==> src/rtl/hcbp_queue.sv <==
// two-entry op queue between the front end and the packer
module hcbp_queue #(
	parameter int DATA_W = 39
) (
	input  logic              clk,
	input  logic              arst_n,
	input  logic              push,
	input  logic [DATA_W-1:0] push_data,
	output logic              full,
	input  logic              pop,
	output logic              q_valid,
	output logic [DATA_W-1:0] q_data
);

	logic [DATA_W-1:0] slot_q [2];
	logic              wr_q;
	logic              rd_q;
	logic [1:0]        cnt_q;

	assign full    = cnt_q == 2'd2;
	assign q_valid = cnt_q != 2'd0;
	assign q_data  = slot_q[rd_q];

	// entry storage
	always_ff @(posedge clk) begin
		if (push) begin
			slot_q[wr_q] <= push_data;
		end
	end

	// pointers and fill count
	always_ff @(posedge clk or negedge arst_n) begin
		if (!arst_n) begin
			wr_q  <= 1'b0;
			rd_q  <= 1'b0;
			cnt_q <= 2'd0;
		end else begin
			if (push) begin
				wr_q <= ~wr_q;
			end
			if (pop) begin
				rd_q <= ~rd_q;
			end
			cnt_q <= cnt_q + 2'(push) - 2'(pop);
		end
	end

	a_no_overflow: assert property (@(posedge clk) disable iff (!arst_n)
		push |-> !full || pop)
		else $error("op queue written while full");

	a_no_underflow: assert property (@(posedge clk) disable iff (!arst_n)
		pop |-> q_valid)
		else $error("op queue read while empty");

endmodule

==> config.mk <==
export PLATFORM = sky130hd
export DESIGN_NAME = hcbp_queue
export DESIGN_NICKNAME = d
export VERILOG_FILES = /design/src/rtl/hcbp_queue.sv
export SDC_FILE = /design/constraint.sdc
export NUM_CORES = 1
export LEC_CHECK = 0
export ABC_CLOCK_PERIOD_IN_PS = 3600
export CORE_MARGIN = 10
export CORE_UTILIZATION = 35
export DETAILED_ROUTE_END_ITERATION = 16
export DONT_BUFFER_PORTS = 1
export HOLD_SLACK_MARGIN = 0.08
export SYNTH_ARGS = -nofsm -noshare
export SYNTH_HDL_FRONTEND = slang
export SYNTH_SLANG_ARGS = --single-unit
==> constraint.sdc <==
create_clock -name clk -period 3.6 [get_ports clk]
set_input_delay 0.18 -clock clk [delete_from_list [all_inputs] [get_ports clk]]
set_output_delay 0.18 -clock clk [all_outputs]
set_load 0.05 [all_outputs]
# == Word-level counts from Yosys, hierarchy flattened ==
# Memory sizes are Yosys's and may differ from the RTL's.
# Cells that the tools add are included.
# word_totals
in_bits,43
ff_bits,4
out_inout_bits,41
word_cells,12
n_memories,1
mem_bits_rw,78
# memory_table
name,words,width,rd,rd_ports_with_merged_regs,write_ports,line_no,text
slot_q,2,39,1,0,1,15,logic [DATA_W-1:0] slot_q [2];
# op_classes
mux,2
bitwise,2
n_addsub,2
n_reduce_logical,1
n_eq_ne,1
# ops
operator,count
$add 2x1->2,1
$eq 2x2->1 const B,1
$mux 1,2
$not 1->1,2
$reduce_bool 2->1,1
$sub 2x1->2,1

# == Depth between registers and ports, before layout ==
# Gate-level depths: netlist of run 1.
# depth
word_depth,2
mapped_depth,5
depth_no_buf,5

# == Worst setup path before layout of run 1 ==
# Ideal clock, no wire load.
# synth_path
path_kind,reg-to-reg
startpoint,register wr_q
endpoint,"memory slot_q[0][0], enable pin"
slack_ps,1011
t_required_ps,3160
setup_ps,440
n_path_buf,0
arrival_ps,2149
synth_period_minus_slack_ps,2589
path_stages_with_launch,2
path_cell_list,dfrtp_1 > nor2b_1
# synth_rtl
item,line_no,text
from (decl),16,logic wr_q;
from (signal assigned),39,wr_q <= ~wr_q;
to (decl),15,
# Straight into the memory's write port.

# == Worst setup path after layout of run 1 ==
# layout_path
startpoint,register rd_q
endpoint,output q_data[23]
# layout_between
elab_chain_cells,1
# layout_rtl
item,line_no,text
from (decl),17,logic rd_q;
from (signal assigned),42,rd_q <= ~rd_q;
$mem_v2 2x39,--,
to (decl),12,output logic [DATA_W-1:0] q_data
# Every way passes these cells.

==> impl_metrics.toml, run 1 <==
[logic_synthesis]
ys_async_sr_fraction = 0.0488
syn_area_um2 = 3030
yosysMostFrequentCell = "edfxtp_1"
synthDistinctLibCells = 11
synth_seq_area_share = 0.807
synth-edff-count = 78
synth.largest_area_cell = "edfxtp_1"
netlist_top_cells_count = "edfxtp_1 (78), mux2_2 (39), buf_6 (4), dfrtp_1 (4)"
avgSynthCellArea_um2 = 22.2
ys_warn_count = 0
syn_inst = 136
ys_ff_latch = 82
synth_top_area_frac = 0.774
synth_nets = 181
synth_area_leaders = "edfxtp_1 (77%), mux2_2 (15%), dfrtp_1 (3.3%)"
synth-main-ff-cell = "edfxtp_1"

[clocking]
cts_tree = "done"
clock_path_buffers = 2
clk_latency_ns = 0.34
cts.sinks = 82
post-cts-setup-buffers = 0
cts_buffers = 9
path_clk_slew_ns = 0.08
cts-root-buf = "clkbuf_8"
cts.htree.levels = 3

[setup_path]
critPathLaunch = "rd_q"
reg2reg_depth = 1
crit_buf_inv = 0
crit_required_ns = 3.42
cp.arrival_ns = 1.88
cp_slowest_cell = "dfrtp_2"
crit_type = "flop to output port"
startpoint_type = "flop"
crit_path_end_kind = "output port"
crit_fanout = 40
max_stage_delay_ns = 0.96
reg2reg_slack_ns = 1.88
r2r-start = "wr_q"
timing.rr.end = "slot_q[0][36]"
crit_family = "flip-flops"
path_cells = "mux2_2"

[placed_design]
portBuffers = 0
globalplace.congestion = 0.696
pre_cts_ws_ns = 1.87

[final_layout]
final_util = 0.447
diodes = 0
drive_above_1_share = 0.300
areaGrowthSynthToFinish_pct = 22.7
final_nets = 230

[power]
power.density_nw_per_um2 = 861
p_total_w = 0.00320
p_leak_nw = 1.26
ir_drop_uv = 516

[floorplanning]
die-height_um = 113
rows = 33
ios = 84
die_x_um = 113
coreArea_um2 = 8300
start_util = 0.365
die-area_um2 = 12800

[timing]
setup_tns_ns = 0
holdWs_ns = 0.104
finalCritPeriodShare = 0.571
fin_skew_ns = 0.00727
finalHoldViolations = 0
worst_pin_slew_ns = 1.09
setup_slack_ns = 1.54
fin_crit_ns = 2.06
timing.slew.headroom = 0.270
slew_viol_final = 0
setup_viol = 0
rsz0062_at_grt = "false"
fmax_mhz = 486

[global_route]
grt_pass1_vias = 1598
overflow = 0
grt_pass1_wl_um = 8980
antenna_found_initial = 0
grt_max_degree = 41
grtUsageTotal = 0.0922

[min_path]
hold_path_class = "primary input to asynchronous set/reset pin"

[route]
drcViolationCount = 0
drtIter0Drc = 24
ant_nets = 0
drt_first_pass_iters = 4
wl_um = 5910
via_count = 1382
wl_per_cell_um = 20.0
via_per_inst = 4.68

[job]
max_cap_violations = 0

[outcome]
outcome = "complete, no violations"
[per-layer routing]
layer,vias up,wire (µm),global-route usage
met1,702,2090,0.0830
met3,7,346,0.0365
li1,629,-,-
met2,44,3390,0.176
met5,-,0,0
met4,0,82,0.0406
[metrics by stage]
step,area (µm²),instances
global route,3710,295
detailed placement,3120,237
finish,3710,295
global placement,3120,237
floorplan,3030,136
CTS,3710,295
[sequential cells by signal, summed over array words and instances (netlist names)]
signal and count:
slot_q 78, rd_q 1, wr_q 1, cnt_q 2
[report_power, final]
part | total (W) | leakage [nW] | switching (W) | internal [W]
Combinational | 0.00121 | 0.393 | 0.000921 | 0.000290
Sequential | 0.00141 | 0.778 | 0.000141 | 0.00127
Clock | 0.000572 | 0.0843 | 0.000324 | 0.000248
[layout make-up]
| type | instances | area (µm²) |
|---|---|---|
| Sequential cell | 82 | 2440 |
| Multi-Input combinational cell | 48 | 539 |
| Inverter | 2 | 7.51 |
| Fill cell | 702 | 4590 |
| Tap cell | 105 | 131 |
| Timing Repair Buffer | 42 | 420 |
| Clock inverter | 7 | 46.3 |
| Clock buffer | 9 | 124 |
[placed cells by master (no fill, tap or decap), types with 2 or more instances in the layout]
cell,instances
clkbuf_8,9
clkinv_1,2
clkinv_4,3
dfrtp_1,3
dlygate4sd3_1,42
edfxtp_1,78
ha_1,2
inv_1,2
mux2_2,39
xor2_1,2
[worst max path at each step]
| stage | end | slack [ns] | depth (start not counted) |
|---|---|---|---|
| after CTS | q_data[32] | 1.52 | 1 |
| after global routing | q_data[37] | 1.44 | 1 |
| after detailed placement | slot_q[0][24] | 1.87 | 1 |
| after floorplan | slot_q[0][0] | 1.01 | 1 |
| after global placement | slot_q[0][0] | 1.94 | 1 |
| final | q_data[23] | 1.54 | 1 |
[timing repair]
action | in CTS | in global routing
hold buffers | 42 | 0
gates resized for setup | 0 | 0
hold endpoints to repair | 85 | 0
[cells by family after synthesis]
logic type / Yosys count / share of synthesized area
muxes: 39 / 0.145
and+or+nand+nor: 4 / 0.00827
xor gates and xnor gates: 3 / 0.0136
buffers and inverters: 6 / 0.0174
DFF: 82 / 0.807
adders and majority gates: 2 / 0.00827
Note: power is estimated with default switching activity, not from simulation.
==> inputs of run 2 (changes only) <==
--- a/config.mk
+++ b/config.mk
@@ -5,7 +5,7 @@
 export SDC_FILE = /design/constraint.sdc
 export NUM_CORES = 1
 export LEC_CHECK = 0
-export ABC_CLOCK_PERIOD_IN_PS = 3600
+export ABC_CLOCK_PERIOD_IN_PS = 1820
 export CORE_MARGIN = 10
 export CORE_UTILIZATION = 35
 export DETAILED_ROUTE_END_ITERATION = 16
==> constraint.sdc (replaced) <==
create_clock -name clk -period 1.82 [get_ports clk]
set_input_delay 0.091 -clock clk [delete_from_list [all_inputs] [get_ports clk]]
set_output_delay 0.091 -clock clk [all_outputs]
set_load 0.05 [all_outputs]
==> run 2 against run 1 <==
  * Largest power group is now combinational logic
  * Register-to-register slack got worse by 1.3 ns
  * Non-clock buffer count increased by 5
  * Clock skew increased by 0.0030 ns
  * Final area increased by 2.7%
==> impl_metrics.toml, run 2 (synthesis gave the netlist of run 1 again) <==
[job]
max_cap_violations = 0

[setup_path]
r2r-start = "cnt_q[0]"
cp_slowest_cell = "mux2_2"
max_stage_delay_ns = 0.50
path_cells = "buf_12, mux2_2"
cp.arrival_ns = 1.46
crit_fanout = 40
cp-endpoint = "q_data[27]"
reg2reg_slack_ns = 0.59
crit_required_ns = 1.73
reg2reg_depth = 5
crit_type = "flop to output port"
critPathLaunch = "rd_q"
timing.rr.end = "cnt_q[1]"
startpoint_type = "flop"
crit_path_end_kind = "output port"

[clocking]
cts.htree.levels = 3
cts.sinks = 82
clock_path_buffers = 2
path_clk_slew_ns = 0.08
cts_buffers = 9
cts_resized = 0
cts_tree = "done"
clk_latency_ns = 0.34
cts-root-buf = "clkbuf_8"

[timing]
finalHoldViolations = 0
setup_tns_ns = 0
timing.slew.headroom = 0.799
finalCritPeriodShare = 0.851
slew_viol_final = 0
fin_crit_ns = 1.55
rsz0062_at_grt = "false"
fin_skew_ns = 0.0103
setup_viol = 0
worst_pin_slew_ns = 0.303
fmax_mhz = 646

[final_layout]
areaGrowthSynthToFinish_pct = 26.1
largestRegisters = "slot_q: 78 flops, cnt_q: 2 flops"
final_cell_mix = "edfxtp_1 (78), dlygate4sd3_1 (43), mux2_2 (39)"
nFillCells = 701
final_common_cell = "edfxtp_1"
final_cells = 300
diodes = 0
drive_above_1_share = 0.318
final_nets = 235
regMostFlops = "slot_q"
largest_register_ff_count = 78

[global_route]
grt_pass1_vias = 1598
busiest_layer = "met2"
use_met2 = 0.140
grt_max_degree = 41
use_met3 = 0.0555
antenna_found_initial = 0
overflow = 0
grtUsageTotal = 0.0916
globalRouteMet1Util = 0.0998
grt_pass1_wl_um = 9090

[floorplanning]
coreArea_um2 = 8300
start_util = 0.365
die_x_um = 113
rows = 33
die-area_um2 = 12800
ios = 84
die-height_um = 113

[route]
drt_first_pass_iters = 4
drcViolationCount = 0
wl_per_cell_um = 19.2
ant_nets = 0
wl_um = 5750
via_count = 1382
via_per_inst = 4.61
drtIter0Drc = 52

[placed_design]
placedCellCount = 241
globalplace.congestion = 0.707
portBuffers = 0

[outcome]
outcome = "complete, no violations"

[power]
p_total_w = 0.00655
pwr-share-clk = 0.189
power.density_nw_per_um2 = 1720
switchingPower_w = 0.00274
p_leak_nw = 1.30
ir_drop_uv = 693
p_int_w = 0.00382
power_frac_seq = 0.400
p_comb_frac = 0.411
swShare = 0.418

[min_path]
hold_path_class = "primary input to flop"
==> run 2: power by group through the flow <==
| stage | clock network [W] | registers [W] | logic [W] |
|---|---|---|---|
| after global routing | 0.00138 | 0.00266 | 0.00282 |
| after floorplan | 0 | 0.00264 | 0.00234 |
| final | 0.00124 | 0.00262 | 0.00269 |
| after global placement | 0 | 0.00264 | 0.00259 |
| after CTS | 0.00128 | 0.00262 | 0.00274 |
| after detailed placement | 0 | 0.00267 | 0.00264 |
==> run 2: worst min path at each step <==
stage,slack (ns),cells past startpoint,start,end
final,0.15,3,pop,cnt_q[0]
after global routing,0.14,2,pop,cnt_q[1]
after CTS,0.14,3,pop,cnt_q[0]
after detailed placement,-0.20,0,arst_n,cnt_q[1]
after global placement,-0.20,0,arst_n,cnt_q[1]
after floorplan,-0.20,0,arst_n,cnt_q[0]
==> run 2: cell type report <==
class | count | area [µm²] | area share
multi-input cells | 48 | 539 | 0.141
repair buffers | 47 | 498 | 0.131
flip-flops and latches | 82 | 2440 | 0.641
clock inverters | 7 | 70.1 | 0.0184
inverters | 2 | 7.51 | 0.00197
clock buffers | 9 | 124 | 0.0325
well taps | 105 | 131 | 0.0344
==> run 2: critical path, delay by kind of cell, from the launching register on <==
kind | cells | cell delay [ns]
buf+inv | 1 | 0.23
mux | 1 | 0.50
flops | 1 | 0.38
==> run 2: layer usage <==
layer  vias to the layer above  part of all wire
li1                        637                 -
met1                       666              0.41
met2                        71              0.47
met3                         8              0.11
met4                         0             0.013
met5                         -                 0
==> run 2: per-stage QoR <==
step                      utilization  worst slack, ns  instance area (µm²)  hold slack (ns)
after floorplan                     -           0.0435                 3030           -0.205
after global placement          0.384            0.639                 3190           -0.204
after detailed placement        0.384            0.580                 3190           -0.204
after CTS                       0.460            0.229                 3810            0.137
after global routing            0.460            0.188                 3810            0.138
final                           0.460            0.271                 3810            0.153
==> run 2: what timing repair did <==
| action | 4_1_cts | 5_1_grt |
|---|---|---|
| hold endpoints to repair | 85 | 0 |
| buffers inserted | 0 | 0 |
| hold buffers | 43 | 0 |
